`config.mk`:
```
export PLATFORM = sky130hd
export DESIGN_NAME = tmtd_sqrt_cell
export DESIGN_NICKNAME = d
export VERILOG_FILES = /design/src/sv/tmtd_pkg.sv /design/src/sv/tmtd_sqrt_cell.sv
export SDC_FILE = /design/constraint.sdc
export NUM_CORES = 1
export LEC_CHECK = 0
export BUFFER_PORTS_ARGS = -buffer_cell sky130_fd_sc_hd__buf_2
export CAP_MARGIN = 20
export CORE_MARGIN = 5
export CORE_UTILIZATION = 40
export DETAILED_ROUTE_END_ITERATION = 7
export PLACE_DENSITY = 0.65
export SYNTH_ARGS = -nofsm -noshare
export SYNTH_HDL_FRONTEND = slang
export SYNTH_SLANG_ARGS = --single-unit
```
`constraint.sdc`:
```
create_clock -name clk -period 0.9 [get_ports clk]
set_input_delay 0.18 -clock clk [delete_from_list [all_inputs] [get_ports clk]]
set_output_delay 0.18 -clock clk [all_outputs]
set_load 0.005 [all_outputs]
```
`src/sv/tmtd_pkg.sv`:
```
// ----------------------------------------------------------------------------
// tmtd_pkg: shared types and constants
// Phase codes, register indexes, reset values and the control word that
// travels with each request through the root and divide cell rows.
// ----------------------------------------------------------------------------
`default_nettype none

package tmtd_pkg;

	localparam int WORD_WIDTH_DEF = 32;
	localparam int FRAC_BITS_DEF  = 16;

	localparam logic [1:0] PH_ACCEL  = 2'd0;
	localparam logic [1:0] PH_CRUISE = 2'd1;
	localparam logic [1:0] PH_DECEL  = 2'd2;

	localparam int         NUM_REGS   = 6;
	localparam logic [2:0] REG_LEN    = 3'd0;
	localparam logic [2:0] REG_VSTART = 3'd1;
	localparam logic [2:0] REG_VEND   = 3'd2;
	localparam logic [2:0] REG_ACCEL  = 3'd3;
	localparam logic [2:0] REG_VMAX   = 3'd4;
	localparam logic [2:0] REG_STEP   = 3'd5;

	localparam logic [31:0] RST_LEN    = 32'd0;
	localparam logic [31:0] RST_VSTART = 32'd0;
	localparam logic [31:0] RST_VEND   = 32'd0;
	localparam logic [31:0] RST_ACCEL  = 32'd65536;
	localparam logic [31:0] RST_VMAX   = 32'd655360;
	localparam logic [31:0] RST_STEP   = 32'd65536;

	typedef struct packed {
		logic       user;
		logic [1:0] phase;
		logic       sq;
		logic       sh;
		logic       neg;
		logic       numz;
	} ctl_t;

endpackage

`default_nettype wire

```
`src/sv/tmtd_sqrt_cell.sv`:
```
// ----------------------------------------------------------------------------
// tmtd_sqrt_cell: one root digit
// Settles one bit of the integer square root of the operand (if sq is set,
// else unchanged) and hands the partial remainder and root to the next cell.
// ----------------------------------------------------------------------------
`default_nettype none

module tmtd_sqrt_cell #(
	parameter int PW   = 66,
	parameter int RADW = 66,
	parameter int SW   = 96,
	parameter int B    = 0
) (
	input  wire logic            clk,
	input  wire logic            arst_n,
	input  wire logic            en,
	input  wire logic            v_in,
	input  wire tmtd_pkg::ctl_t  ctl_in,
	input  wire logic [PW-1:0]   op_in,
	input  wire logic [RADW-1:0] res_in,
	input  wire logic [SW-1:0]   side_in,
	output logic                 v_out,
	output tmtd_pkg::ctl_t       ctl_out,
	output logic [PW-1:0]        op_out,
	output logic [RADW-1:0]      res_out,
	output logic [SW-1:0]        side_out
);

	logic [RADW-1:0] one;
	logic [RADW-1:0] sum;
	logic            ge;
	logic            v_s1;
	tmtd_pkg::ctl_t  ctl_s1;
	logic [PW-1:0]   op_s1;
	logic [RADW-1:0] res_s1;
	logic [SW-1:0]   side_s1;

	assign one = RADW'(1) << (2 * B);
	assign sum = res_in + one;
	assign ge  = op_in >= PW'(sum);

	always_ff @(posedge clk or negedge arst_n) begin
		if (!arst_n) begin
			v_s1 <= 1'b0;
		end else if (en) begin
			v_s1 <= v_in;
		end
	end

	always_ff @(posedge clk) begin
		if (en) begin
			ctl_s1  <= ctl_in;
			side_s1 <= side_in;
			if (ctl_in.sq && ge) begin
				op_s1  <= op_in - PW'(sum);
				res_s1 <= (res_in >> 1) + one;
			end else if (ctl_in.sq) begin
				op_s1  <= op_in;
				res_s1 <= res_in >> 1;
			end else begin
				op_s1  <= op_in;
				res_s1 <= res_in;
			end
		end
	end

	assign v_out    = v_s1;
	assign ctl_out  = ctl_s1;
	assign op_out   = op_s1;
	assign res_out  = res_s1;
	assign side_out = side_s1;

endmodule

`default_nettype wire

```
# After elaboration in Yosys (flattened, before gate mapping)
# Cells that the tools add are included.
# totals
word_cells,18
ff_bits,236
out_inout_bits,236
input_bits,239
# classes
n_reduce_logical,1
n_lt_le_gt_ge,1
addsub,3
muxes,3
# ops
operator,count
2-to-1 mux 66 bit,3
adder 65 x 1 -> 66 bit (second input constant),1
adder 66 x 1 -> 66 bit (second input constant),1
>= comparator 66 bit,1
subtractor 66 bit,1
logical AND 1 bit,1

# Longest topological paths before layout
# logic_depth
word_depth,4
depth_mapped,26
depth_no_buf,23

# Least setup slack after synthesis
# No wires, ideal clock.
# synth_timing
kind,in2reg
from,in res_in[8]
to,"reg op_s1[1], in the netlist op_out[1] (data pin)"
required_time_ps,638
t_arrival_ps,4601
stages,23
slack_ps,-3963
setup_time_ps,262
path_buffers,4
path_cell_list,buf_2 and4_1 nand3_1 nor3_1 and3_1 and4_1 and4_1 and3_1 nand2_1 nor3_1 xnor2_1 ha_1 clkbuf_1 nand4_1 nor2_1 and3_1 a41oi_1 o211ai_2 o31a_4 nand2_1 buf_2 buf_6 mux2_1
# synth_via
elab_chain_len,4
# synth_lines
element,line_no,rtl
from (decl),tmtd_sqrt_cell.sv:20,"input wire logic [RADW-1:0] res_in,"
adder 66 x 1 -> 66 bit,tmtd_sqrt_cell.sv:39,assign sum = res_in + one;
>= comparator 66 bit,tmtd_sqrt_cell.sv:40,assign ge = op_in >= PW'(sum);
logical AND 1 bit,tmtd_sqrt_cell.sv:54,if (ctl_in.sq && ge) begin
2-to-1 mux 66 bit,tmtd_sqrt_cell.sv:54,
to (signal assigned),tmtd_sqrt_cell.sv:55,op_s1 <= op_in - PW'(sum);
to (signal assigned),tmtd_sqrt_cell.sv:58,op_s1 <= op_in;
to (signal assigned),tmtd_sqrt_cell.sv:61,op_s1 <= op_in;
to (decl),tmtd_sqrt_cell.sv:34,logic [PW-1:0] op_s1;
# No other way between the ends.
# A chain may end at the register's enable or synchronous reset.

# Final worst setup path
# layout_timing
from,in res_in[2]
to,"reg op_s1[12], in the netlist op_out[12] (data pin)"
# layout_via
elab_chain_len,4
elab_cells_between_ends,5
cone_classes,add/sub (2); order compare (1); mux (1); reduce/logical (1)
# layout_lines
element,line_no
adder 66 x 1 -> 66 bit (*),tmtd_sqrt_cell.sv:39
>= comparator 66 bit,tmtd_sqrt_cell.sv:40
logical AND 1 bit,tmtd_sqrt_cell.sv:54
2-to-1 mux 66 bit (*),tmtd_sqrt_cell.sv:54
# Mark *: on every way between the ends. The rest lies on a longest branch, timed or not.

==> flow_summary.ini <==
[worst_hold_path]
holdCritPathClass = primary input to flip-flop

[timing]
timing.hold.ws_ns = -0.00760
layout_setup_ws_ns = -3.17
worst-slew-pin-transition_ns = 0.483
final_period_minus_worst_setup_slack_ns = 4.07
grt_setup_unrepaired = true
worst_slew_margin_rel_pct = 67.6
clock.fmax_mhz = 246
hold_viol_final = 1
setup_viol_count_final = 368
fin_crit_sh_pct = 452
fin_skew_ns = 0
final_max_slew_viols = 0
setup_total_negative_slack_ns = -489.10

[placement]
placement.setup.worst_slack_ns = -4.22
finalWeightedCongestion = 0.999
hpwlAfterDp_mm = 52.6
buffer_ports.inserted = 474
post-place-cells = 3031

[status]
outcome = finished with violations
violations = negative hold slack, negative setup slack

[floorplanning]
start_util_pct = 40.7
rows = 71
die-width_um = 206
area_of_the_core_um2 = 37800
die_height_um = 206
design.portCount = 475
die_area_um2 = 42400

[cts]
clock_insertion_delay_at_the_later_pin_of_the_skew_report_ns = 0.58
htree_levels = 1
cts_max_path_buffers = 3
numCtsBuffers = 27
clock_tree.root_cell = sky130_fd_sc_hd__clkbuf_16
worst_setup_hold_path_clk_slew_ns = 0.06
clock_sink_count = 236
cts_tree = yes

[setup_path]
crit_type = primary input to flip-flop
critPathArrivalTime_ns = 4.38
worst_setup_path_start_kind = primary input
worst_setup_path_end_kind = flip-flop
timing.critical_path.required_ns = 1.20
crit_fanout = 7

[detailed_routing]
drt.antenna.violating_nets = 0
wire_per_inst_um = 22.4
vias = 18400
vias_per_cell = 5.47
drc = 0
drt_first_pass_iters = 5
sum_of_routed_wire_length_over_all_layers_mm = 75.1
dr.first_iter.drc_count = 1515

[global_routing]
grt_antenna_before_repair = 7
globalRouteTotalUtil_pct = 31.6
grt_pass1_wl_mm = 104
grt_pass1_vias = 17700
global_route.overflow_total = 0
grt_use_met1_pct = 41.0
grt_start_max_net_pins = 55
grt_use_met2_pct = 52.6
globalRoute.busiestLayer = met2
grt.met3_usage_pct = 4.55

[synth]
post-synth-top-count-cell = sky130_fd_sc_hd__edfxtp_1
synth.yosys.seq_area_share_pct = 46.1
synth_flop_cell = sky130_fd_sc_hd__edfxtp_1
synth.area.top_cells = sky130_fd_sc_hd__edfxtp_1, sky130_fd_sc_hd__ha_1, sky130_fd_sc_hd__a21oi_1, sky130_fd_sc_hd__nand2_1, sky130_fd_sc_hd__xnor2_1
async_flop_share_pct = 0.424
synth.yosys.warnings = 0
synthDominantAreaCellType = sky130_fd_sc_hd__edfxtp_1
synth_cell_type_count = 77
postSynthRegisterBits = 236
number_of_nets_produced_by_synthesis = 1906
netlist.area_leader.share_pct = 45.9
synth_cells = 1598
synth_area_per_cell_um2 = 9.61
mappedNetlistArea_um2 = 15400
synth_commonest_cells = sky130_fd_sc_hd__edfxtp_1, sky130_fd_sc_hd__nand2_1, sky130_fd_sc_hd__a21oi_1
number_of_enable_type_register_cells_in_the_synthesized_netlist = 235

[layout]
design.final.nets = 3129
post_layout_nonfiller_instances = 3359
area_growth_from_synthesis_to_final_layout_pct = 83.8
n_fill_cell = 2600
post_route_cells_drive_above_1_share_pct = 54.1

[run]
maxCapViolations = 0

[power]
max-vdd-ir-drop_uv = 1440
total_power_mw = 37.4
leak_nw = 12.5
powerDensity_nw_per_um2 = 1320
area by class of cell:
| cell class | count | area [um^2] | area share (%) |
|---|---|---|---|
| clock buffers | 30 | 687 | 2.43 |
| inverters | 32 | 120 | 0.425 |
| repair buffers | 1303 | 9890 | 35.0 |
| multi-input cells | 1221 | 9650 | 34.2 |
| well taps | 511 | 639 | 2.26 |
| clock inverters | 18 | 153 | 0.540 |
| diodes | 8 | 20.0 | 0.0709 |
| flip-flops and latches | 236 | 7080 | 25.1 |
critical path: stages:
cell and delay, ns:
sky130_fd_sc_hd__buf_8 0.08, sky130_fd_sc_hd__ha_4 0.14, sky130_fd_sc_hd__nand2_4 0.06, sky130_fd_sc_hd__nor2_4 0.08, sky130_fd_sc_hd__and3_4 0.23, sky130_fd_sc_hd__buf_6 0.11
sky130_fd_sc_hd__and3_4 0.19, sky130_fd_sc_hd__and4_4 0.21, sky130_fd_sc_hd__and4_4 0.22, sky130_fd_sc_hd__and3_4 0.24, sky130_fd_sc_hd__nand2_8 0.09, sky130_fd_sc_hd__nor3_4 0.22
sky130_fd_sc_hd__xnor2_2 0.10, sky130_fd_sc_hd__ha_1 0.32, sky130_fd_sc_hd__buf_4 0.18, sky130_fd_sc_hd__nand2_1 0.11, sky130_fd_sc_hd__nor2_4 0.16, sky130_fd_sc_hd__a21oi_2 0.08
sky130_fd_sc_hd__o211ai_1 0.30, sky130_fd_sc_hd__o31a_4 0.29, sky130_fd_sc_hd__buf_6 0.14, sky130_fd_sc_hd__nand2_8 0.10, sky130_fd_sc_hd__buf_12 0.15, sky130_fd_sc_hd__buf_12 0.13
sky130_fd_sc_hd__buf_8 0.13, sky130_fd_sc_hd__nand2_2 0.05, sky130_fd_sc_hd__o21ai_1 0.08
what timing repair did:
item,4_1_cts,5_1_grt
buffers inserted,73,39
endpoints found under the setup margin,368,368
gates cloned,6,15
hold buffers,152,2
gates resized for setup,221,314
hold endpoints to repair,157,2
pin swaps,112,173
cell usage in the layout (no fill, tap or decap), types with 44 or more instances in the layout:
cell type                       count
sky130_fd_sc_hd__nor2_1           112
sky130_fd_sc_hd__edfxtp_1         235
sky130_fd_sc_hd__ha_1              57
sky130_fd_sc_hd__buf_2            464
sky130_fd_sc_hd__buf_4            591
sky130_fd_sc_hd__nand2_1           98
sky130_fd_sc_hd__a21oi_1          126
sky130_fd_sc_hd__nand3_1           44
sky130_fd_sc_hd__nand2_4           44
sky130_fd_sc_hd__o21ai_2           48
sky130_fd_sc_hd__xor2_1            59
sky130_fd_sc_hd__xnor2_1           65
sky130_fd_sc_hd__dlygate4sd3_1    154
power breakdown:
group / leakage [nW] / switching (mW) / internal (mW)
Sequential: 2.31 / 0.353 / 13.3
Combinational: 9.77 / 6.43 / 6.32
Clock: 0.406 / 4.91 / 6.06
metal layers:
layer / part of all wire [%] / routed length [um] / up-vias
li1: - / - / 8364
met1: 40 / 29800 / 8843
met2: 47 / 35400 / 956
met3: 7.8 / 5850 / 220
met4: 5.5 / 4110 / 2
met5: 0.017 / 13 / -
worst paths after layout:
| kind | start | end | slack (ns) | cells after the start |
|---|---|---|---|---|
| setup / recovery | res_in[2] | op_out[12]$_DFFE_PP_ | -3.17 | 27 |
| hold / removal | op_in[46] | op_out[46]$_DFFE_PP_ | -0.008 | 4 |
| setup reg to reg | v_out$_DFFE_PN0P_ | v_out$_DFFE_PN0P_ | 0.11 | 1 |
| hold reg to reg | v_out$_DFFE_PN0P_ | v_out$_DFFE_PN0P_ | 0.57 | 1 |
| max in group asynchronous | arst_n | v_out$_DFFE_PN0P_ | 0.32 | 3 |
| min in group asynchronous | arst_n | v_out$_DFFE_PN0P_ | 0.47 | 3 |
cell families (layout without fill, tap and decap cells):
| logic type | after synthesis | after routing | synth area share, % |
|---|---|---|---|
| AOI/OAI and AO/OA | 424 | 424 | 16.9 |
| xor gates and xnor gates | 151 | 151 | 8.61 |
| adders and majority gates | 69 | 69 | 5.67 |
| buffers and inverters | 141 | 1383 | 3.93 |
| DFF | 236 | 236 | 46.1 |
| muxes | 28 | 28 | 1.86 |
| other | 0 | 8 | 0 |
| and+or+nand+nor | 549 | 549 | 17.0 |
sequential cells by signal, indices dropped and copies added (netlist names):
name,count
v_out,1
res_out,66
ctl_out,7
side_out,96
op_out,66
metrics by stage:
step           util [%]  area [um^2]
2_1_floorplan         -        15600
3_3_place_gp       59.7        22500
3_5_place_dp       59.7        22500
4_1_cts            70.0        26400
5_1_grt            74.8        28200
6_report           74.8        28200
Power figures use the tool's default switching activity.
