[config.mk]
export PLATFORM = sky130hd
export DESIGN_NAME = tmtd_front
export DESIGN_NICKNAME = d
export VERILOG_FILES = /design/src/sv/tmtd_pkg.sv /design/src/sv/tmtd_front.sv
export SDC_FILE = /design/constraint.sdc
export NUM_CORES = 2
export LEC_CHECK = 0
export BUFFER_PORTS_ARGS = -buffer_cell sky130_fd_sc_hd__buf_4
export CORE_AREA = 5 5 347 349
export DETAILED_ROUTE_END_ITERATION = 12
export DIE_AREA = 0 0 352 354
export PLACE_DENSITY = 0.7
export SLEW_MARGIN = 10
export SYNTH_ARGS = -nofsm -noshare
export SYNTH_HDL_FRONTEND = slang
export SYNTH_SLANG_ARGS = --single-unit
[constraint.sdc]
create_clock -name clk -period 15.7 [get_ports clk]
set_input_delay 0 -clock clk [delete_from_list [all_inputs] [get_ports clk]]
set_output_delay 0 -clock clk [all_outputs]
set_load 0.05 [all_outputs]
[src/sv/tmtd_pkg.sv]
// ----------------------------------------------------------------------------
// tmtd_pkg: shared types and constants
// Phase codes, register indexes, reset values and the control word that
// travels with each request through the root and divide cell rows.
// ----------------------------------------------------------------------------
`default_nettype none

package tmtd_pkg;

	localparam int WORD_WIDTH_DEF = 32;
	localparam int FRAC_BITS_DEF  = 16;

	localparam logic [1:0] PH_ACCEL  = 2'd0;
	localparam logic [1:0] PH_CRUISE = 2'd1;
	localparam logic [1:0] PH_DECEL  = 2'd2;

	localparam int         NUM_REGS   = 6;
	localparam logic [2:0] REG_LEN    = 3'd0;
	localparam logic [2:0] REG_VSTART = 3'd1;
	localparam logic [2:0] REG_VEND   = 3'd2;
	localparam logic [2:0] REG_ACCEL  = 3'd3;
	localparam logic [2:0] REG_VMAX   = 3'd4;
	localparam logic [2:0] REG_STEP   = 3'd5;

	localparam logic [31:0] RST_LEN    = 32'd0;
	localparam logic [31:0] RST_VSTART = 32'd0;
	localparam logic [31:0] RST_VEND   = 32'd0;
	localparam logic [31:0] RST_ACCEL  = 32'd65536;
	localparam logic [31:0] RST_VMAX   = 32'd655360;
	localparam logic [31:0] RST_STEP   = 32'd65536;

	typedef struct packed {
		logic       user;
		logic [1:0] phase;
		logic       sq;
		logic       sh;
		logic       neg;
		logic       numz;
	} ctl_t;

endpackage

`default_nettype wire

[src/sv/tmtd_front.sv]
// ----------------------------------------------------------------------------
// tmtd_front: request front end
// Classifies each distance into its segment, forms the acceleration product
// and builds the root and divide job for the cell rows.
// ----------------------------------------------------------------------------
`default_nettype none

module tmtd_front #(
	parameter int W  = 32,
	parameter int F  = 16,
	parameter int PW = 66
) (
	input  wire logic           clk,
	input  wire logic           arst_n,
	input  wire logic           en,
	input  wire logic           acc,
	input  wire logic [W-1:0]   distance,
	input  wire logic [W-1:0]   s1,
	input  wire logic [W-1:0]   bnd,
	input  wire logic [W-1:0]   a,
	input  wire logic [W-1:0]   vs,
	input  wire logic [2*W-1:0] vs2,
	input  wire logic [W-1:0]   vm,
	input  wire logic [2*W-1:0] vm2,
	input  wire logic [W-1:0]   ts1,
	input  wire logic [W-1:0]   ts2,
	output logic                job_v,
	output tmtd_pkg::ctl_t      job_ctl,
	output logic [PW-1:0]       job_op,
	output logic [W-1:0]        job_off,
	output logic [W-1:0]        job_div,
	output logic [W-1:0]        job_add
);

	logic [1:0]     ph;
	logic [W-1:0]   m;
	logic           v_s1;
	logic [W-1:0]   l_s1;
	logic [1:0]     ph_s1;
	logic [W-1:0]   m_s1;
	logic           v_s2;
	logic [W-1:0]   l_s2;
	logic [1:0]     ph_s2;
	logic [2*W-1:0] prod_s2;
	logic [2*W:0]   tw;

	assign ph = (distance < s1) ? tmtd_pkg::PH_ACCEL :
		(distance < bnd) ? tmtd_pkg::PH_CRUISE : tmtd_pkg::PH_DECEL;
	assign m  = (ph == tmtd_pkg::PH_ACCEL) ? distance : distance - bnd;
	assign tw = {prod_s2, 1'b0};

	always_ff @(posedge clk or negedge arst_n) begin
		if (!arst_n) begin
			v_s1 <= 1'b0;
			v_s2 <= 1'b0;
		end else if (en) begin
			v_s1 <= acc;
			v_s2 <= v_s1;
		end
	end

	always_ff @(posedge clk) begin
		if (en) begin
			l_s1    <= distance;
			ph_s1   <= ph;
			m_s1    <= m;
			l_s2    <= l_s1;
			ph_s2   <= ph_s1;
			prod_s2 <= a * m_s1;
		end
	end

	always_comb begin
		job_v         = v_s2;
		job_ctl       = '0;
		job_ctl.user  = 1'b1;
		job_ctl.phase = ph_s2;
		job_op        = '0;
		job_off       = '0;
		job_div       = a;
		job_add       = '0;
		case (ph_s2)
			tmtd_pkg::PH_ACCEL: begin
				job_op      = PW'({2'b00, vs2} + {1'b0, prod_s2, 1'b0});
				job_ctl.sq  = 1'b1;
				job_ctl.sh  = 1'b1;
				job_off     = vs;
			end
			tmtd_pkg::PH_CRUISE: begin
				job_op  = PW'(l_s2 - s1) << F;
				job_div = vm;
				job_add = ts1;
			end
			default: begin
				job_op      = (tw < {1'b0, vm2}) ? PW'({1'b0, vm2} - tw) : '0;
				job_ctl.sq  = 1'b1;
				job_ctl.sh  = 1'b1;
				job_ctl.neg = 1'b1;
				job_off     = vm;
				job_add     = ts2;
			end
		endcase
	end

endmodule

`default_nettype wire

* Yosys cells after proc, flatten, opt, wreduce, memory -nomap -nowiden
Cells that the tools add are included.
** Storage, ports and cells
- Register bits after elaboration :: 166
- Latch bits :: 0
- RAM bits :: 0
- ROM bits :: 0
- Bits of input ports :: 388
- Output and inout port bits :: 170
- Word-level logic and storage cells :: 30
- Memories kept :: 0
** Operators by class
- Add/subtract/negate cells :: 4
- Multiply operators :: 1
- Divide/modulo/power cells :: 0
- Magnitude comparators :: 3
- Equal/unequal tests :: 1
- Shift operators :: 0
- Muxes and demuxes :: 10
- Bitwise logic cells :: 0
- Reduce and logical (&&, ||, !) cells :: 3
** Operator list (number)
- 66-bit one-hot mux with 2 select lines :: 1
- 32-bit one-hot mux with 2 select lines :: 2
- 64-bit by 65-bit adder with 66-bit output :: 1
- 66-bit two-way mux :: 1
- 64-bit by 65-bit subtractor with 66-bit output :: 1
- 65-bit by 64-bit less-than comparator with 1-bit output :: 1
- 32-bit less-than comparator :: 2
- 32-bit by 32-bit multiplier with 64-bit output :: 1
- 32-bit two-way mux :: 2
- 32-bit by 32-bit subtractor with 33-bit output :: 1
- 32-bit subtractor :: 1
- 2-bit two-way mux :: 3
- 2-bit logical NOT :: 2
- 2-bit by 1-bit equality test with 1-bit output (second input constant) :: 1
- 2-bit OR reduction :: 1
- 1-bit two-way mux :: 1

* Longest topological paths before layout
- Depth after elaboration :: 5
- Gate-level depth with buffers :: 30
- Mapped depth without buffers :: 28

* Worst setup path after synthesis
OpenSTA, ideal clock, no wires.
- Path kind :: reg2reg
- From :: register m_s1[2]
- To :: register prod_s2[61], data pin
- Arrival :: 6.952 ns
- Required time :: 15.441 ns
- Slack :: 8.489 ns
- Stages on the path, launching flop included :: 25
- Path buffers :: 2
- Cells stage by stage :: edfxtp_1 -> clkbuf_1 -> and2_1 -> fa_1 -> inv_1 -> fa_1 -> fa_1 -> fa_1 -> inv_1 -> fa_1 -> fa_1 -> fa_1 -> fa_1 -> ha_1 -> clkbuf_1 -> a21o_1 -> a221o_1 -> a31oi_1 -> o21ai_0 -> o2111ai_1 -> a21bo_2 -> a21oi_1 -> nand2b_1 -> a311o_1 -> xor2_1
** On the way
- Cells in the longest elaborated chain, start to end :: 1
** Ends and longest elaborated chain
- start, declared :: line tmtd_front.sv:40 : logic [W-1:0] m_s1;
- start signal, assigned :: line tmtd_front.sv:66 : m_s1 <= m;
- 32-bit by 32-bit multiplier with 64-bit output :: line tmtd_front.sv:69 : prod_s2 <= a * m_s1;
- end signal, assigned :: line tmtd_front.sv:69
- end, declared :: line tmtd_front.sv:44 : logic [2*W-1:0] prod_s2;
Every way passes these cells.
A chain may end at the register's enable or synchronous reset.

* Final worst setup path
- From :: register m_s1[2]
- To :: register prod_s2[60], data pin
Same word-level chain as after synthesis.

==> impl_results.md <==
- TNS Setup: 0 ns
- Port bufs: 555
- Seq cells post-synth: 166
- Syn. warnings: 0
- CP arrival: 9.04 ns
- Gp weighted congestion: 1.043
- Core Rows: 126
- GRT overflow: 0
- All-layer global routing usage: 31.36%
- Area Overhead vs Synth: 11.73%
- Clk sink count: 166
- Hold Vio Cnt, Final: 0
- Avg WL per Cell: 25.26 um
- Full die area: 124600 um2
- Min Hold Slack: 0.1865 ns
- Core area: 117100 um2
- Largest net degree at the start of global routing: 78
- DR DRC count: 0
- Yosys cell types: 91
- Post-layout util: 49.88%
- Mux share of post-synthesis cell area: 0.8615%
- Status: completed
- Simple-gate area share of the yosys netlist: 16.92%
- Number of synthesized flops with an enable pin: 164
- Drt via density: 5.715
- Max clock buf depth: 2
- Die Y: 354 um
- Vias in the first global route: 46560
- Worst Path Required: 15.92 ns
- Gate Count Post-Synth: 5971
- Share of cells above drive strength 1: 11.10%
- Async SR Flop Fraction: 1.205%
- Post-synthesis xor/xnor area fraction: 3.786%
- Most used DFF post-synth: edfxtp_1
- Initial antenna violation count: 8
- Crit Path Max Fanout: 32
- I/O pins: 558
- Mapped Avg Cell Area: 8.757 um2
- DRT iter0 DRCs: 3164
- Transition time of the tightest slew-check pin: 1.262 ns
- Worst-path clk slew: 0.08 ns
- Skew final: 0.01214 ns
- DP Wirelength: 162900 um
- Final wirelength: 198200 um
- CTS tree: built
- Root buffer selected by CTS: clkbuf_16
- Post-synthesis adder-cell area fraction: 46.04%
- Die W: 352 um
- CP max-delay cell: edfxtp_1
- Global-route wire length before repair: 295400 um
- Worst-skew pair later-pin latency: 0.48 ns
- ANT nets after route: 0
- RSZ-0062 raised after global routing: false
- Slowest stage delay, CP: 0.86 ns
- Multi-input gate area: 42250 um2
- Post-synthesis sequential area ratio: 9.514%
- Most common cell type on the critical path: fa_1
- Largest family of logic cells by synthesized area: adder cells
- Crit. End Element: register
- Hold Crit Class: primary input to register
- H-tree Lvls: 4
- Nets: 8066
- Pre-antenna DRT Iters: 6
- Post-Synthesis Net Count: 7743
- Period utilization: 56.18%
- Slew margin rel.: 15.68%
- Startpoint types: register
- Sequential Area: 4975 um2
- Max-slew violation count: 0
- Max Fclk: 113.4 MHz
- Final setup violation count: 0
- Post-synthesis compound-gate area fraction: 13.13%
- Initial core utilization: 44.64%
- CP Class: register to register
- Critical-path cell list: and2_1, fa_1, inv_1, fa_1, fa_1, fa_1, inv_1, fa_1, fa_1, fa_1, fa_1, ha_1, a21o_1, a21oi_1, o21ai_0, a21boi_0, nor3_1, a2111oi_1, o21ai_0, a31oi_1, o31ai_1, xor2_1
- Mapped Area: 52290 um2
- Via count: 44840
- Fillers: 11170
- Total CTS buffers: 17
- Min cycle time layout: 8.820 ns
- Max Cap Viol: 0
- Gates resized, CTS repair: 0
final timing paths:
check | from | endpoint | slack, ns | cells after the start
max reg2reg | m_s1[2]$_DFFE_PP_ | prod_s2[60]$_DFFE_PP_ | 6.88 | 22
min reg2reg | l_s1[10]$_DFFE_PP_ | l_s2[10]$_DFFE_PP_ | 0.42 | 0
max in group asynchronous | arst_n | job_v$_DFFE_PN0P_ | 15.18 | 3
min | a[0] | prod_s2[0]$_DFFE_PP_ | 0.19 | 2
max | m_s1[2]$_DFFE_PP_ | prod_s2[60]$_DFFE_PP_ | 6.88 | 22
min in group asynchronous | arst_n | job_v$_DFFE_PN0P_ | 0.39 | 3
layout by cell type, fill, tap and decap left out, types with 11 or more instances in the layout:
| cell | synthesis | final |
|---|---|---|
| inv_1 | 1012 | 1012 |
| fa_1 | 900 | 900 |
| nand2_1 | 754 | 754 |
| buf_4 | 3 | 595 |
| and2_1 | 571 | 571 |
| ha_1 | 484 | 484 |
| a21oi_1 | 279 | 279 |
| o21ai_0 | 176 | 176 |
| edfxtp_1 | 164 | 164 |
| a21o_1 | 158 | 158 |
| xnor2_1 | 138 | 138 |
| nor2_1 | 130 | 128 |
| xor2_1 | 88 | 88 |
| nand4_1 | 68 | 68 |
| a22o_1 | 66 | 66 |
| nand3_1 | 54 | 54 |
| nor3_1 | 46 | 46 |
| dlygate4sd3_1 | 0 | 38 |
| a31oi_1 | 37 | 37 |
| nor2b_1 | 38 | 37 |
| o21bai_1 | 37 | 37 |
| mux2_2 | 32 | 32 |
| nand2b_1 | 31 | 31 |
| o22ai_1 | 29 | 29 |
| o21a_1 | 28 | 28 |
| and3_1 | 26 | 26 |
| a211oi_1 | 26 | 26 |
| o211ai_1 | 21 | 21 |
| a21boi_0 | 20 | 20 |
| o221ai_1 | 19 | 19 |
| clkbuf_16 | 0 | 17 |
| o31ai_1 | 14 | 14 |
| a211o_1 | 14 | 14 |
| and4_1 | 11 | 11 |
| or2_2 | 10 | 11 |
| a22oi_1 | 11 | 11 |
metal layers:
metal / track usage (%) / vias up / part of all wire, %
met5: 0 / - / 0.020
met4: 15.35 / 6 / 5.8
met3: 5.461 / 435 / 6.7
met2: 52.44 / 1797 / 47
met1: 39.44 / 22760 / 40
li1: - / 19830 / -
sequential cells by signal, summed over array words and instances (netlist names):
register  cells
job_v         1
ph_s1         2
ph_s2         2
prod_s2      64
l_s2         32
l_s1         32
m_s1         32
v_s1          1
synthesized netlist by cell type, drive strengths merged (10+ instances only):
cell type | instances | area share, %
nand4 | 68 | 0.81
nand3 | 54 | 0.52
edfxtp | 164 | 9.4
o211ai | 22 | 0.33
o21bai | 37 | 0.53
a21o | 158 | 2.3
inv | 1013 | 7.3
a211oi | 26 | 0.37
o221ai | 19 | 0.32
ha | 484 | 12
clkbuf | 305 | 2.2
mux2 | 32 | 0.69
a21oi | 280 | 2.7
and3 | 26 | 0.31
a22oi | 11 | 0.16
o22ai | 29 | 0.35
and2 | 573 | 6.9
a2111oi | 10 | 0.22
fa | 900 | 34
and4 | 11 | 0.18
nor2 | 131 | 0.95
nor2b | 38 | 0.45
xnor2 | 138 | 2.3
a21boi | 21 | 0.30
xor2 | 88 | 1.5
or2 | 11 | 0.13
nand2b | 31 | 0.37
buf | 25 | 0.27
a211o | 14 | 0.23
a31oi | 37 | 0.44
o21ai | 180 | 1.7
nor3 | 46 | 0.44
o31ai | 16 | 0.25
a22o | 66 | 1.1
nand2 | 754 | 5.4
o21a | 28 | 0.40
stage by stage:
step	area, um2	worst slack, ns	instances
2_1_floorplan	52290	8.489	5971
3_3_place_gp	57430	7.058	7773
3_5_place_dp	57430	6.986	7773
4_1_cts	58410	6.959	7843
5_1_grt	58420	6.422	7844
6_report	58420	6.880	7846
worst max-delay path, delay by kind of cell (launching register included):
kind	cells	cell delay (ns)
adder cells (fa/ha/maj)	9	4.35
AO/OA/AOI/OAI	8	2.54
flip-flops	1	0.86
AND/OR/NAND/NOR	2	0.53
XOR/XNOR	1	0.16
buffers and inverters	2	0.10
final cells by class:
class | instances | area share, %
sequential | 166 | 8.515
inverter | 1013 | 6.508
multi-input combinational | 4462 | 72.32
clock inverter | 15 | 0.3063
tap | 1536 | 3.290
antenna | 3 | 0.01285
timing repair buffer | 634 | 8.316
clock buffer | 17 | 0.7282
cell families after synthesis:
kind of cell / after synthesis
and+or+nand+nor: 1777
adders and majority gates: 1384
buffers and inverters: 1343
AOI/OAI and AO/OA: 1032
xor gates and xnor gates: 226
DFF: 166
muxes: 41
other: 2
repair_timing:
item	CTS	global route
endpoints found under the hold margin	97	0
hold buffers	38	0
buffers inserted	0	0
endpoints found under the setup margin	0	0
Power is left out: the tool's default activity adds up to more than one toggle a clock period on the data nets, which glitch-free logic cannot reach.
