$ cat src/sv/tmtd_pkg.sv
// ----------------------------------------------------------------------------
// tmtd_pkg: shared types and constants
// Phase codes, register indexes, reset values and the control word that
// travels with each request through the root and divide cell rows.
// ----------------------------------------------------------------------------
`default_nettype none

package tmtd_pkg;

	localparam int WORD_WIDTH_DEF = 32;
	localparam int FRAC_BITS_DEF  = 16;

	localparam logic [1:0] PH_ACCEL  = 2'd0;
	localparam logic [1:0] PH_CRUISE = 2'd1;
	localparam logic [1:0] PH_DECEL  = 2'd2;

	localparam int         NUM_REGS   = 6;
	localparam logic [2:0] REG_LEN    = 3'd0;
	localparam logic [2:0] REG_VSTART = 3'd1;
	localparam logic [2:0] REG_VEND   = 3'd2;
	localparam logic [2:0] REG_ACCEL  = 3'd3;
	localparam logic [2:0] REG_VMAX   = 3'd4;
	localparam logic [2:0] REG_STEP   = 3'd5;

	localparam logic [31:0] RST_LEN    = 32'd0;
	localparam logic [31:0] RST_VSTART = 32'd0;
	localparam logic [31:0] RST_VEND   = 32'd0;
	localparam logic [31:0] RST_ACCEL  = 32'd65536;
	localparam logic [31:0] RST_VMAX   = 32'd655360;
	localparam logic [31:0] RST_STEP   = 32'd65536;

	typedef struct packed {
		logic       user;
		logic [1:0] phase;
		logic       sq;
		logic       sh;
		logic       neg;
		logic       numz;
	} ctl_t;

endpackage

`default_nettype wire

$ cat src/sv/tmtd_div_cell.sv
// ----------------------------------------------------------------------------
// tmtd_div_cell: one quotient digit
// Restoring division step: shifts in one numerator bit, trial-subtracts the
// divisor and shifts the quotient bit into the vacated position.
// ----------------------------------------------------------------------------
`default_nettype none

module tmtd_div_cell #(
	parameter int W  = 32,
	parameter int ND = 64
) (
	input  wire logic           clk,
	input  wire logic           arst_n,
	input  wire logic           en,
	input  wire logic           v_in,
	input  wire tmtd_pkg::ctl_t ctl_in,
	input  wire logic [ND-1:0]  x_in,
	input  wire logic [W-1:0]   r_in,
	input  wire logic [W-1:0]   d_in,
	input  wire logic [W-1:0]   add_in,
	output logic                v_out,
	output tmtd_pkg::ctl_t      ctl_out,
	output logic [ND-1:0]       x_out,
	output logic [W-1:0]        r_out,
	output logic [W-1:0]        d_out,
	output logic [W-1:0]        add_out
);

	logic [W:0]     rr;
	logic [W:0]     rn;
	logic           ge;
	logic           v_s1;
	tmtd_pkg::ctl_t ctl_s1;
	logic [ND-1:0]  x_s1;
	logic [W-1:0]   r_s1;
	logic [W-1:0]   d_s1;
	logic [W-1:0]   add_s1;

	assign rr = {r_in, x_in[ND-1]};
	assign ge = rr >= {1'b0, d_in};
	assign rn = ge ? rr - {1'b0, d_in} : rr;

	always_ff @(posedge clk or negedge arst_n) begin
		if (!arst_n) begin
			v_s1 <= 1'b0;
		end else if (en) begin
			v_s1 <= v_in;
		end
	end

	always_ff @(posedge clk) begin
		if (en) begin
			ctl_s1 <= ctl_in;
			x_s1   <= {x_in[ND-2:0], ge};
			r_s1   <= rn[W-1:0];
			d_s1   <= d_in;
			add_s1 <= add_in;
		end
	end

	assign v_out   = v_s1;
	assign ctl_out = ctl_s1;
	assign x_out   = x_s1;
	assign r_out   = r_s1;
	assign d_out   = d_s1;
	assign add_out = add_s1;

endmodule

`default_nettype wire

$ cat config.mk
export PLATFORM = sky130hd
export DESIGN_NAME = tmtd_div_cell
export DESIGN_NICKNAME = d
export VERILOG_FILES = /design/src/sv/tmtd_pkg.sv /design/src/sv/tmtd_div_cell.sv
export SDC_FILE = /design/constraint.sdc
export NUM_CORES = 1
export LEC_CHECK = 0
export BUFFER_PORTS_ARGS = -buffer_cell sky130_fd_sc_hd__buf_2
export CAP_MARGIN = 20
export CORE_ASPECT_RATIO = 1.4
export CORE_MARGIN = 2
export CORE_UTILIZATION = 25
export DETAILED_ROUTE_END_ITERATION = 8
export GPL_TIMING_DRIVEN = 0
export HOLD_SLACK_MARGIN = 0.1
export SLEW_MARGIN = 20
export SYNTH_ARGS = -nofsm -noshare
export SYNTH_HDL_FRONTEND = slang
export SYNTH_SLANG_ARGS = --single-unit
$ cat constraint.sdc
create_clock -name clk -period 0.9 [get_ports clk]
set_clock_uncertainty 0.1 [all_clocks]
set_input_delay 0.18 -clock clk [delete_from_list [all_inputs] [get_ports clk]]
set_output_delay 0.18 -clock clk [all_outputs]
set_load 0.01 [all_outputs]
Word-level counts from Yosys, hierarchy flattened. Index checks and enable logic that the tools add are counted.

Add/sub/neg operators: 1. $mul: 0. Div/mod/pow operators: 0. Magnitude comparators: 1. Equal/unequal tests: 0. Shift-type cells: 0. Multiplexer cells: 1. Bitwise operators: 0. Reductions and logical operators: 0.

Operators by type and width (number): $ge A33 B32 Y1 (1); $mux W32 (1); $sub A32 B32 Y32 (1).

Register bits: 168. Latch bits: 0. RAM bits: 0. Bits in read-only memories: 0. Input port bits: 171. Logic and storage cells: 14. Memories: 0.

Longest topological paths before layout. Gate-level depths: netlist of run 1.

Depth in word-level cells: 2. Mapped depth: 13. Mapped depth without buffers: 12.

Worst setup path before layout of run 1. OpenSTA, ideal clock, no wires.

Kind: in2reg. From: in d_in[7]. To: reg r_s1[13] (netlist: r_out[13]), data pin. Library setup time: 0.262 ns. Arrival: 2.689 ns. Required time: 0.538 ns. Slack: -2.151 ns. Cell stages on the path: 12. Buffers on the path: 2. Cells stage by stage: inv_1 ha_1 buf_2 nand4_1 or4_1 a21oi_1 nor3_1 a211oi_2 o21ai_2 o31ai_4 buf_4 mux2_1.

Longest elaborated chain between the ends: 2.

Ends and longest elaborated chain: start: declaration (line tmtd_div_cell.sv:19) `input wire logic [W-1:0] d_in,`; $sub A32 B32 Y32 or $ge A33 B32 Y1 (tied branches) (line tmtd_div_cell.sv:41, tmtd_div_cell.sv:40); $mux W32 (*) (line tmtd_div_cell.sv:41) `assign rn = ge ? rr - {1'b0, d_in} : rr;`; via rn[13] (line tmtd_div_cell.sv:30) `logic [W:0] rn;`; end signal: assignment (line tmtd_div_cell.sv:55) `r_s1 <= rn[W-1:0];`; end: declaration (line tmtd_div_cell.sv:35) `logic [W-1:0] r_s1;`.

Mark *: on every way through the listed nets, which the timed path passes. The rest lies on a longest branch. A chain may end at the register's enable or synchronous reset.

Final worst setup path of run 1.
From: in d_in[11]. To: reg r_s1[8] (netlist: r_out[8]), data pin.

Longest elaborated chain between the ends: 2.

Ends and longest elaborated chain: $ge A33 B32 Y1 (line tmtd_div_cell.sv:40) `assign ge = rr >= {1'b0, d_in};`; $mux W32 (line tmtd_div_cell.sv:41); via rn[8] (line tmtd_div_cell.sv:30).

The timed path passes the listed nets, and every way through them passes these cells.

==> results of run 1 <==
layout by cell type (no fill, tap or decap), types with 12 or more instances in the layout:
cell / Yosys / routed
sky130_fd_sc_hd__ha_4: 0 / 12
sky130_fd_sc_hd__nor2_1: 35 / 32
sky130_fd_sc_hd__edfxtp_1: 167 / 167
sky130_fd_sc_hd__clkbuf_16: 0 / 19
sky130_fd_sc_hd__inv_1: 38 / 26
sky130_fd_sc_hd__buf_2: 8 / 310
sky130_fd_sc_hd__o21ai_0: 16 / 15
sky130_fd_sc_hd__nand2_1: 26 / 25
sky130_fd_sc_hd__dlygate4sd3_1: 0 / 155
sky130_fd_sc_hd__xnor2_1: 15 / 15
sky130_fd_sc_hd__buf_4: 3 / 38
sky130_fd_sc_hd__a21o_1: 12 / 12
sky130_fd_sc_hd__xor2_1: 12 / 12
sky130_fd_sc_hd__buf_6: 0 / 27
sky130_fd_sc_hd__ha_1: 32 / 20
sky130_fd_sc_hd__a21oi_1: 56 / 45
worst min-delay path by stage:
stage                     cells after the start        to  slack (ns)
final                                         2  r_out[7]       -0.05
after global routing                          2  r_out[7]       -0.07
after CTS                                     2  r_out[3]       -0.08
after detailed placement                      1     v_out       -0.14
after global placement                        1     v_out       -0.14
after floorplan                               0     v_out       -0.22
state kept, by name, indices dropped and copies added, names as in the netlist:
signal,flops
x_out,64
add_out,32
d_out,32
r_out,32
ctl_out,7
v_out,1
final cells by class:
| class | instances | area (um2) | share of cell area |
|---|---|---|---|
| multi-input combinational | 290 | 2380 | 0.186 |
| buffer | 11 | 114 | 0.00892 |
| antenna | 2 | 5.00 | 0.000392 |
| tap | 375 | 469 | 0.0367 |
| timing repair buffer | 538 | 3950 | 0.309 |
| clock inverter | 15 | 230 | 0.0180 |
| sequential | 168 | 5040 | 0.395 |
| inverter | 38 | 160 | 0.0125 |
| clock buffer | 17 | 425 | 0.0333 |
logic make-up after synthesis:
group / Yosys count / share of synthesized area
AOI/OAI and AO/OA: 119 / 0.101
xor gates and xnor gates: 27 / 0.0326
adders and majority gates: 33 / 0.0579
buffers and inverters: 56 / 0.0321
DFF: 168 / 0.694
muxes: 12 / 0.0184
and+or+nand+nor: 99 / 0.0641
through the flow:
stage | TNS, ns | util | hold slack [ns]
final | -114.05 | 0.448 | -0.0482
after global routing | -124.82 | 0.448 | -0.0736
after CTS | -121.43 | 0.433 | -0.0812
after global placement | -542.13 | 0.337 | -0.145
after floorplan | -64.06 | - | -0.216
after detailed placement | -169.65 | 0.339 | -0.140
where the power goes:
part	total, mW	switching, mW	leakage [nW]	internal, mW
Combinational	5.08	2.47	3.53	2.61
Clock	8.11	3.34	0.318	4.77
Sequential	9.67	0.190	1.65	9.48
Total	22.9	6.00	5.50	16.9
worst max-delay path, stage by stage:
cell                       delay [ns]
sky130_fd_sc_hd__buf_6           0.08
sky130_fd_sc_hd__inv_2           0.04
sky130_fd_sc_hd__ha_4            0.25
sky130_fd_sc_hd__buf_6           0.10
sky130_fd_sc_hd__nand4_1         0.13
sky130_fd_sc_hd__or4_4           0.53
sky130_fd_sc_hd__a21oi_4         0.15
sky130_fd_sc_hd__nor3_4          0.08
sky130_fd_sc_hd__a211oi_2        0.21
sky130_fd_sc_hd__buf_4           0.16
sky130_fd_sc_hd__o21ai_4         0.08
sky130_fd_sc_hd__o31ai_4         0.28
sky130_fd_sc_hd__buf_6           0.17
sky130_fd_sc_hd__buf_12          0.12
sky130_fd_sc_hd__mux2_4          0.30
metal layers:
metal | track usage | wire length [um] | part of all wire
met5 | 0 | 16 | 0.00064
met4 | 0.0806 | 895 | 0.036
met3 | 0.0435 | 1730 | 0.069
met2 | 0.299 | 13700 | 0.54
met1 | 0.158 | 8810 | 0.35
cells in the mapped netlist (3+ instances only):
| library cell | number | area, um2 |
|---|---|---|
| sky130_fd_sc_hd__a21oi_1 | 56 | 280 |
| sky130_fd_sc_hd__o21a_1 | 6 | 45.0 |
| sky130_fd_sc_hd__inv_1 | 38 | 143 |
| sky130_fd_sc_hd__mux2_2 | 7 | 78.8 |
| sky130_fd_sc_hd__xor2_1 | 12 | 105 |
| sky130_fd_sc_hd__a31oi_1 | 5 | 31.3 |
| sky130_fd_sc_hd__nor2b_1 | 3 | 18.8 |
| sky130_fd_sc_hd__o21bai_1 | 3 | 22.5 |
| sky130_fd_sc_hd__xnor2_1 | 15 | 131 |
| sky130_fd_sc_hd__o211ai_1 | 4 | 30.0 |
| sky130_fd_sc_hd__nand3_1 | 8 | 40.0 |
| sky130_fd_sc_hd__nand4_1 | 8 | 50.1 |
| sky130_fd_sc_hd__o21ai_0 | 16 | 80.1 |
| sky130_fd_sc_hd__a21o_1 | 12 | 90.1 |
| sky130_fd_sc_hd__buf_4 | 3 | 22.5 |
| sky130_fd_sc_hd__nor4_1 | 4 | 25.0 |
| sky130_fd_sc_hd__edfxtp_1 | 167 | 5010 |
| sky130_fd_sc_hd__buf_2 | 8 | 40.0 |
| sky130_fd_sc_hd__a211oi_1 | 3 | 22.5 |
| sky130_fd_sc_hd__ha_1 | 32 | 400 |
| sky130_fd_sc_hd__nand2b_1 | 3 | 18.8 |
| sky130_fd_sc_hd__nor2_1 | 35 | 131 |
| sky130_fd_sc_hd__mux2_1 | 4 | 45.0 |
| sky130_fd_sc_hd__clkbuf_1 | 6 | 22.5 |
| sky130_fd_sc_hd__nand2_1 | 26 | 97.6 |
repair_timing:
action                                  CTS  global route
pin swaps                                17            22
setup buffers                            15            25
endpoints found under the setup margin  262           262
gates resized for setup                  67            63
endpoints found under the hold margin   215            61
gates cloned                              4             2
==> impl.org, run 1 <==
** Outcome
- The run finished, with violations left.
- The checks that failed: hold timing, setup timing.

** Routing
- The detailed router finished its first iteration with 247 violations.
- Post-detailed-route wirelength per cell :: 17.3 um
- Remaining number of nets flagged by the antenna check after routing :: 0
- The first TritonRoute pass finished after 4 iterations.
- Number of vias per cell after detailed routing :: 4.31
- DRC violation count after routing :: 0
- Wires add up to 25,100 um.
- Via count :: 6,261

** Timing
- Setup violations remaining at the end of the flow were counted as 201.
- Subtracting the final worst setup slack from the clock period gives 2.77 ns.
- The number of failing hold endpoints at the final stage is 11.
- Slew margin rel. :: 0.465
- Highest achievable clock rate :: 0.362 GHz
- Final worst-path cycle share :: 3.07
- At the pin with the least slew margin, the transition time is 0.798 ns.
- The total count of max-transition violations in the final report is 0.
- Setup repair after global routing could not meet its margin everywhere.
- Once routing completed, OpenROAD measured the worst setup slack at -1.87 ns.
- Hold timing on the final database bottoms out at a slack of -0.0482 ns.

** Pwr
- Total power per unit cell area :: 1790 mW/mm2
- VDD sags by at most 1.29 mV.
- Post-layout power :: 22.9 mW
- In this run the static leakage power is 5.50 nW.

** Clock network
- Number of hold buffers added after CTS :: 155
- For the worst-skew pair, the clock arrives at the later sink with an insertion delay of 0.44 ns.
- CTS sink cnt :: 168
- CTS placed an instance of sky130_fd_sc_hd__clkbuf_16 at the clock tree root.
- TritonCTS clock tree :: yes
- Max clock buf depth :: 2
- After clock tree synthesis, the clock-pin slew on the worst setup and hold paths is 0.07 ns.
- Clock tree synthesis inserted a total of 17 buffers.
- The H-tree was split into 4 levels.

** Placement
- The congestion estimate from routability-driven global placement came to 0.785.
- Timing analysis after detailed placement gives a worst setup slack of -2.94 ns.
- The count of buffers added on input and output ports is 338.
- Placed cells :: 1,229
- Placed wire-length estimate after detailed placement :: 17,300 um
- Once placement finished, the instance area stood at 0.00967 mm2.

** Setup path
- Arrival time worst endpoint :: 2.86 ns
- Capture point of the critical path :: r_out[8]
- Number of cell instances on the worst register-to-register path :: 1
- Sort of element at the end of the critical path :: flip-flop
- Flop2flop setup slack :: 0.05 ns
- Worst endpoint required time :: 0.99 ns
- In this run the worst setup path begins at d_in[11].
- Classification of the worst setup path :: input pin to flip-flop
- R2r endpoint :: v_out
- Reg-to-reg startpoint :: v_out
- STA classifies the critical path startpoint as an input pin.
- Along the worst path, the maximum fanout reaches 5.

** Yosys
- Synthesis produced a netlist whose cell count is 514.
- Proportion of synthesized flip-flops having asynchronous set or reset :: 0.00595
- Summed instance area of the synthesized netlist :: 0.00726 mm2
- For this run, the leading register cell type out of synthesis is sky130_fd_sc_hd__edfxtp_1.
- YS warnings :: 0
- Distinct cells, synth :: 49
- Average cell area after synthesis :: 14.1 um2
- Post-synthesis sequential area ratio :: 0.694
- Yosys mapped a number of flops with a built-in enable equal to 167.
- Post-Synthesis Net Count :: 718
- Flip-flop and latch count after synthesis :: 168

** Finish
- For this run, the post-layout net count is 1,268.
- Post-route cell area :: 0.0128 mm2
- Count of fill cells added during filler insertion :: 2,670
- Count of placed standard cells in the final layout, fillers left out :: 1,454
- Share of final-layout standard cells stronger than drive strength 1 :: 0.455
- Synthesis-to-finish area growth :: 75.9%

** Floorplan
- Site Rows :: 73
- For this design the top-level I/O count stands at 339.
- After floorplanning, the core was sized to cover 0.0285 mm2.
- Measured along the x axis, the die boundary spans 148 um.
- The die is 206 um tall.
- Die footprint :: 0.0304 mm2
- The initial utilization of the core area, before any placement, comes to 0.255.

** GRT
- Entering global routing, the biggest net connects 51 pins.
- In the global route stage, overall resource usage came out at 0.159.
- Initial antenna violation count :: 3
- First-pass GRT wire length :: 35,600 um
- The number of global-route vias before repair is 6,343.
- Global route total overflow :: 0

** Hold path
- The worst hold path begins at r_in[6].
- Path category of the worst min-delay check :: input pin to flip-flop

** Job
- # Max-Cap Violations :: 0
No activity file was read; power rests on OpenSTA's default activity.
==> inputs of run 2 (changes only) <==
--- a/config.mk
+++ b/config.mk
@@ -5,7 +5,8 @@
 export SDC_FILE = /design/constraint.sdc
 export NUM_CORES = 1
 export LEC_CHECK = 0
-export BUFFER_PORTS_ARGS = -buffer_cell sky130_fd_sc_hd__buf_2
+export ABC_AREA = 1
+export BUFFER_PORTS_ARGS = -buffer_cell sky130_fd_sc_hd__buf_4
 export CAP_MARGIN = 20
 export CORE_ASPECT_RATIO = 1.4
 export CORE_MARGIN = 2
==> run 2 against run 1 <==
Effect of this change:
- the flow finishes with violations (setup timing)
- wire length increased by 34%
- hold slack improved by 0.080 ns
- highest routed layer is now met4
- flip-flop and latch count unchanged
==> impl.org, run 2 <==
** Yosys
- The share of synthesized area in the top cell type comes to 0.611.
- Summing every instance area after synthesis gives 0.00821 mm2.
- Post-synthesis sequential area ratio :: 0.614
- Count leader, synth :: sky130_fd_sc_hd__nand2_1
- Flip-flop and latch count after synthesis :: 168
- In this run, synthesis inferred 167 flip-flops with an integrated enable.
- Average cell area after synthesis :: 10.1 um2
- Yosys printed 0 warnings.
- Most used DFF post-synth :: sky130_fd_sc_hd__edfxtp_1
- Proportion of synthesized flip-flops having asynchronous set or reset :: 0.00595
- Summed over all instances, the cell type with the most area after synthesis is sky130_fd_sc_hd__edfxtp_1.
- After technology mapping, the gate count stands at 816.
- Counting instances in the post-synthesis netlist gives the leading cell types as 274 x sky130_fd_sc_hd__nand2_1, 167 x sky130_fd_sc_hd__edfxtp_1, 150 x sky130_fd_sc_hd__inv_1.
- Synth top area cells :: sky130_fd_sc_hd__edfxtp_1 61%, sky130_fd_sc_hd__nand2_1 13%, sky130_fd_sc_hd__inv_1 6.9%, sky130_fd_sc_hd__ha_1 4.9%, sky130_fd_sc_hd__nand3_1 3.4%
- Counting distinct cell types in the post-synthesis netlist gives 28.
- Post-Synthesis Net Count :: 1,020

** Setup path
- Classification of the worst setup path :: input pin to flip-flop
- STA classifies the critical path endpoint as a flip-flop.
- The setup check on the worst reg-to-reg path leaves a slack of 0.03 ns.
- STA puts the critical path data required time at 1.01 ns.
- The worst register-to-register path ends at v_out.
- The worst setup path is launched from an input pin.
- Number of cell instances on the worst register-to-register path :: 1
- Arrival time worst endpoint :: 1.77 ns
- Maximum fanout count along the critical path :: 6
- Reg-to-reg startpoint :: v_out
- Start point of the critical path :: d_in[20]

** Pwr
- LEAKAGE :: 6.98 nW
- In this run the power density over the cells is 1540 mW/mm2.
- Worst ir drop on vdd :: 1.07 mV
- After layout, the design draws a total of 23.8 mW.

** Clock network
- TritonCTS clock tree :: yes
- In this run the deepest clock path goes through 2 buffers.
- Clock latency reported for the late side of the worst-skew pair :: 0.44 ns
- CTS sink cnt :: 168
- Clock-pin slew was measured on the worst setup and hold paths at 0.08 ns.
- CTS placed an instance of sky130_fd_sc_hd__clkbuf_16 at the clock tree root.
- Number of hold buffers added after CTS :: 169
- CTS built an H-tree with a depth of 4.
- Counting the buffers created by CTS gives 17.

** Routing
- Via count :: 7,585
- Met1 Wirelength :: 12,000 um
- DRC violation count after routing :: 0
- Uppermost layer routed :: met4
- In this run, the number of DRC markers left after iteration 0 of detailed routing was 354.
- Using the TritonRoute via totals, the vias-per-cell ratio works out to 4.18.
- Routed Wire Length :: 33,800 um
- In the final routed layout, each cell accounts on average for 18.6 um.
- For this run, the detailed router's first-pass iteration total came to 4.
- Remaining number of nets flagged by the antenna check after routing :: 0
- Met3 wire length :: 2600 um
- In the detailed route, the total length drawn on met2 is 18,400 um.

** Timing
- Fin crit period :: 1.67 ns
- Final-report hold violation count :: 0
- Setup violations remaining at the end of the flow were counted as 201.
- For the pin with the worst max-slew slack, the measured transition is 0.422 ns.
- Setup repair after global routing missed its margin :: true
- Slew margin rel. :: 0.719
- The total count of max-transition violations in the final report was 0.
- Final hold slack :: 0.0322 ns
- Final worst-path cycle share :: 1.85
- Setup slack on the critical path of the routed design comes to -0.767 ns.
- Highest achievable clock rate :: 0.600 GHz

** Floorplan
- The die covers 0.0343 mm2.
- The initial utilization of the core area, before any placement, comes to 0.253.
- From bottom edge to top edge, the die measures 218 um.
- Site Rows :: 78
- During I/O placement, the number of pins put on the boundary was 339.
- The region available for standard cell placement spans 0.0324 mm2.
- The die is 157 um wide.

** Finish
- In the final design database the tool counted 1,567 nets.
- Most common cell after layout, fill and taps aside :: sky130_fd_sc_hd__nand2_1
- 0 antenna diodes ended up in the layout.
- Once layout is complete, the cells apart from fillers number 1,816.
- Of the cells placed in the final design, the portion with a size suffix greater than 1 is 0.430.
- Leaving out fill and tap cells, the most frequent cells in the layout are 200 x sky130_fd_sc_hd__nand2_1, 199 x sky130_fd_sc_hd__buf_4, 169 x sky130_fd_sc_hd__dlygate4sd3_1, 167 x sky130_fd_sc_hd__edfxtp_1, 161 x sky130_fd_sc_hd__buf_6.
- Number of flip-flops in the largest register :: 64
- Compared with the post-synthesis result, the final layout area differs by 88.3%.
- Counting the fill cells in the layout gives 2,983.

** GRT
- The initial antenna violation count is 0.
- Global routing finished with a remaining overflow of 0.
- GRT Overall Usage :: 0.185
- The number of global-route vias before repair was 8,034.
- The first global-routing pass estimated 45,800 um of wire.
- Largest net degree at the start of global routing :: 104

** Outcome
- The flow ran to the end, but the final reports show violations.
- Violated checks :: setup timing

** Placement
- Input and output buffers added on the ports amount to 338.
- Routability-driven placement congestion ratio :: 0.940
- Post-placement worst setup slack :: -1.44 ns
- Placed cells :: 1,595
- The wire-length estimate of the detail-placed layout is 24,100 um.

** Hold path
- Hold Path End :: x_out[1]
- The tightest min-delay check is of the input pin to flip-flop type.
- Worst Hold Path Cells :: 1
- The worst hold path begins at en.

** Job
- Max-cap violations in this run came to 0.
[run 2: cell count changes after synthesis, moves of 10 or more]
| cell | change |
|---|---|
| sky130_fd_sc_hd__nand2_1 | +248 |
| sky130_fd_sc_hd__inv_1 | +112 |
| sky130_fd_sc_hd__nand3_1 | +48 |
| sky130_fd_sc_hd__a21oi_1 | -35 |
| sky130_fd_sc_hd__o21ai_0 | -14 |
| sky130_fd_sc_hd__xnor2_1 | -14 |
| sky130_fd_sc_hd__nand3_2 | +11 |
| sky130_fd_sc_hd__a21o_1 | -10 |
| sky130_fd_sc_hd__nand3b_1 | +10 |
[run 2: layout make-up]
type | instances | area [um2] | area share
multi-input combinational | 488 | 3520 | 0.228
sequential | 168 | 5040 | 0.326
buffer | 10 | 123 | 0.00793
inverter | 150 | 583 | 0.0377
tap | 440 | 551 | 0.0356
clock buffer | 18 | 429 | 0.0277
timing repair buffer | 528 | 5070 | 0.328
clock inverter | 14 | 150 | 0.00971
[run 2: worst max-delay path, cell delays in order]
cell and delay [ns]:
sky130_fd_sc_hd__buf_4 0.11, sky130_fd_sc_hd__inv_2 0.07, sky130_fd_sc_hd__ha_4 0.22, sky130_fd_sc_hd__nand2_2 0.09, sky130_fd_sc_hd__inv_1 0.08, sky130_fd_sc_hd__nand2_1 0.08, sky130_fd_sc_hd__nand2_2 0.09, sky130_fd_sc_hd__nand2_4 0.09
sky130_fd_sc_hd__a21oi_4 0.06, sky130_fd_sc_hd__nor2_4 0.22, sky130_fd_sc_hd__nand2_8 0.14, sky130_fd_sc_hd__clkbuf_16 0.20, sky130_fd_sc_hd__nand3_2 0.06, sky130_fd_sc_hd__nand2_2 0.05
[run 2: per-layer routing]
metal / up-vias / track usage
li1: 3736 / -
met1: 3551 / 0.185
met2: 262 / 0.355
met3: 36 / 0.0619
met4: 0 / 0.0545
met5: - / 0
[run 2: cell families (layout without fill, tap and decap cells)]
group,count (synthesis),count (layout),synth area share
multiplexers,1,1,0.00137
AO/OA/AOI/OAI,25,25,0.0158
buffers and inverters,160,720,0.0791
AND/OR/NAND/NOR,415,415,0.224
adder cells (fa/ha/maj),33,33,0.0512
XOR/XNOR,14,14,0.0149
flip-flops,168,168,0.614
[run 2: what timing repair did]
action,CTS,global route
cloned,0,4
resized for setup,154,189
hold endpoints to repair,217,64
pin swaps,10,33
setup endpoints to repair,304,304
buffers inserted,5,11
[run 2: worst max path at each step]
stage | to | cells past startpoint
global route | r_out[21] | 13
finish | r_out[24] | 14
global placement | v_out | 2
CTS | r_out[23] | 14
detailed placement | r_out[29] | 13
floorplan | r_out[24] | 16
[run 2: through the flow]
step	utilization	instance area, um2	setup TNS, ns
2_1_floorplan	-	8610	-28.93
3_3_place_gp	0.361	11700	-284.61
3_5_place_dp	0.362	11700	-130.14
4_1_cts	0.451	14600	-109.34
5_1_grt	0.477	15500	-93.54
6_report	0.477	15500	-84.45
[run 2: power by group]
group,internal [mW],leakage [nW],switching [mW],total (mW)
combinational,3.46,5.05,3.21,6.67
clock,3.71,0.284,3.57,7.28
sequential,9.48,1.65,0.363,9.84
total,16.6,6.98,7.14,23.8
==> inputs of run 3 (changes only) <==
--- a/config.mk
+++ b/config.mk
@@ -14,6 +14,7 @@
 export DETAILED_ROUTE_END_ITERATION = 8
 export GPL_TIMING_DRIVEN = 0
 export HOLD_SLACK_MARGIN = 0.1
+export SETUP_SLACK_MARGIN = 0.1
 export SLEW_MARGIN = 20
 export SYNTH_ARGS = -nofsm -noshare
 export SYNTH_HDL_FRONTEND = slang
==> run 3 against run 2 <==
Effect of this change:
- the run ends with hold timing, setup timing left
- critical endpoint is now r_out[29]
- register-to-register slack about the same
- wire length down 0.11%
- power down 0.52%
- non-clock buffer count down 28
==> impl.org, run 3 (synthesized netlist as in run 2, its figures left out) <==
** Setup path
- The worst setup path is launched from an input pin.
- Data on the critical path arrives at its endpoint at 1.76 ns.
- The setup path with the least slack is of type input pin to flip-flop.
- STA classifies the critical path endpoint as a flip-flop.
- Critical path buffers and inverters :: 3
- Slowest-stage cell, CP :: sky130_fd_sc_hd__nor2_4
- CP delay by family, top :: simple AND/OR/NAND/NOR gates
- In this run the critical register-to-register path is launched from v_out.
- The signal on the critical path passes through buf_4, inv_2, ha_4, a21oi_2, nand2_2, a21oi_2, nand2_2, nor2_4, nand2_8, clkbuf_16, nand3_2, nand2_1.
- The critical path starts at d_in[28].
- For the worst setup path, the data required time is 1.01 ns.
- Along the worst path, the maximum fanout reaches 6.
- Max stage delay on crit path :: 0.24 ns

** Pwr
- After layout, the design draws a total of 23.7 mW.
- Total power per unit cell area :: 1560 mW/mm2
- VDD sags by at most 1.07 mV.
- LEAKAGE :: 6.87 nW

** Clock network
- TritonCTS clock tree :: yes
- Number of buffers inserted during clock tree synthesis :: 17
- H-tree level count :: 4
- Buffer type at the clock tree root :: sky130_fd_sc_hd__clkbuf_16
- The clock passes through at most 2 buffers.
- Clock-pin slew reported for the worst setup and hold paths after clock tree synthesis :: 0.07 ns
- Clock latency reported for the late side of the worst-skew pair :: 0.44 ns
- The clock net in this run drives a total of 168 sinks.
- Number of hold buffers added after CTS :: 136

** Routing
- DRC violation count after routing :: 0
- Post-detailed-route wirelength per cell :: 18.9 um
- Remaining number of nets flagged by the antenna check after routing :: 0
- Across all layers, the routed design uses 7,529 vias.
- Number of design-rule violations left by the first detailed-router iteration :: 430
- Number of vias per cell after detailed routing :: 4.21
- For this block, the routed nets add up to 33,700 um of wire.
- Detailed Routing Iterations Pass 1 :: 6

** Placement
- In this run the tool buffered the top-level ports with 338 buffer cells.
- In this run, placement finished with an instance count of 1,595.
- Once detailed placement completed, the half-perimeter wirelength came to 24,100 um.
- At the end of routability-driven placement, the weighted congestion stood at 0.940.
- The placed instances occupy a cell area of 0.0117 mm2.

** Timing
- Slew margin rel. :: 0.729
- Final hold slack :: -0.125 ns
- Slew at the pin with the worst max-slew slack :: 0.406 ns
- Setup repair after global routing could not meet its margin everywhere.
- Highest achievable clock rate :: 0.604 GHz
- Post-layout worst setup margin :: -0.755 ns
- Total negative slack for setup checks :: -83.59 ns
- The routed design could run at a clock period as short as 1.65 ns.
- The number of failing hold endpoints at the final stage came to 24.
- Dividing the final minimum period by the clock period gives 1.84.
- Setup violations remaining at the end of the flow were counted as 201.
- The total count of max-transition violations in the final report is 0.

** Hold path
- HP Start :: v_in
- In this run the worst hold path is classified as input pin to flip-flop.

** Floorplan
- The floorplan step defined a die boundary enclosing 0.0343 mm2.
- 339 I/O pins were placed.
- After floorplanning, the core was sized to cover 0.0324 mm2.
- Site Rows :: 78
- Starting utilization of the core area :: 0.253
- Width of the die :: 157 um
- In this run the vertical extent of the chip is 218 um.

** Finish
- The number of antenna diodes in the final layout is 0.
- Leaving out filler cells and counting taps, the final layout contains 1,788.
- Share of final-layout standard cells stronger than drive strength 1 :: 0.440
- Number of flip-flops in the largest register :: 64
- The net count of the finished layout is 1,539.
- With fillers left out, the area of the finished cells amounts to 0.0152 mm2.
- Synthesis-to-finish area growth :: 84.9%
- In the layout the commonest cells are 203 x sky130_fd_sc_hd__buf_4, 202 x sky130_fd_sc_hd__nand2_1, 167 x sky130_fd_sc_hd__edfxtp_1, 160 x sky130_fd_sc_hd__buf_6, 136 x sky130_fd_sc_hd__dlygate4sd3_1.
- The library cell used most frequently in the layout, excluding fill and tap cells, is sky130_fd_sc_hd__buf_4.

** GRT
- Largest net degree at the start of global routing :: 104
- The number of global-route vias before repair was 7,887.
- For this run, the total global-route usage over all layers was measured as 0.183.
- The initial antenna violation count is 0.
- Global route total overflow :: 0
- The first global-routing pass estimated 45,300 um of wire.

** Job
- # Max-Cap Violations :: 0

** Outcome
- The run finished, with violations left.
- The final reports fail on hold timing, setup timing.
run 3: changes by cell type in the layout (fill, tap and decap cells not counted), moves of 2 or more:
| cell | previous run | this run |
|---|---|---|
| sky130_fd_sc_hd__inv_2 | 15 | 13 |
| sky130_fd_sc_hd__nor2_4 | 12 | 10 |
| sky130_fd_sc_hd__nand2_1 | 200 | 202 |
| sky130_fd_sc_hd__buf_4 | 199 | 203 |
| sky130_fd_sc_hd__dlygate4sd3_1 | 169 | 136 |
run 3: worst paths after layout:
path | slack (ns) | end | cells past startpoint
max | -0.75 | r_out[29] | 12
min | -0.13 | v_out | 2
max reg2reg | 0.03 | v_out | 1
min reg2reg | 0.45 | v_out | 1
max in group asynchronous | 0.10 | v_out | 3
min in group asynchronous | 0.49 | v_out | 3
run 3: power breakdown:
group	total [mW]	switching (mW)	internal, mW
clock network	7.25	3.54	3.71
registers	9.84	0.363	9.48
logic	6.57	3.18	3.39
run 3: metrics by stage:
step	util	setup WS (ns)
6_report	0.469	-0.755
5_1_grt	0.469	-0.840
4_1_cts	0.440	-0.739
3_5_place_dp	0.362	-1.44
3_3_place_gp	0.361	-1.54
2_1_floorplan	-	-0.893
run 3: repair_timing:
| item | in CTS | in global routing |
|---|---|---|
| gates resized for setup | 154 | 185 |
| setup buffers | 5 | 15 |
| cloned | 0 | 5 |
| endpoints found under the setup margin | 305 | 305 |
| hold endpoints to repair | 217 | 77 |
| pin swaps | 10 | 33 |
run 3: final cells by class:
| class | count | area (um2) |
|---|---|---|
| sequential | 168 | 5040 |
| inverter | 150 | 586 |
| tap | 440 | 551 |
| clock inverter | 14 | 150 |
| buffer | 10 | 123 |
| multi-input combinational | 488 | 3500 |
| fill | 3004 | 17200 |
| clock buffer | 18 | 429 |
| timing repair buffer | 500 | 4800 |
run 3: routing by layer:
layer / track usage / share of wire / routed length (um) / vias up
li1: - / - / - / 3684
met3: 0.0625 / 0.075 / 2540 / 40
met4: 0.0533 / 0.020 / 685 / 0
met5: 0 / 0 / 0 / -
met2: 0.353 / 0.55 / 18600 / 255
met1: 0.182 / 0.35 / 11900 / 3550
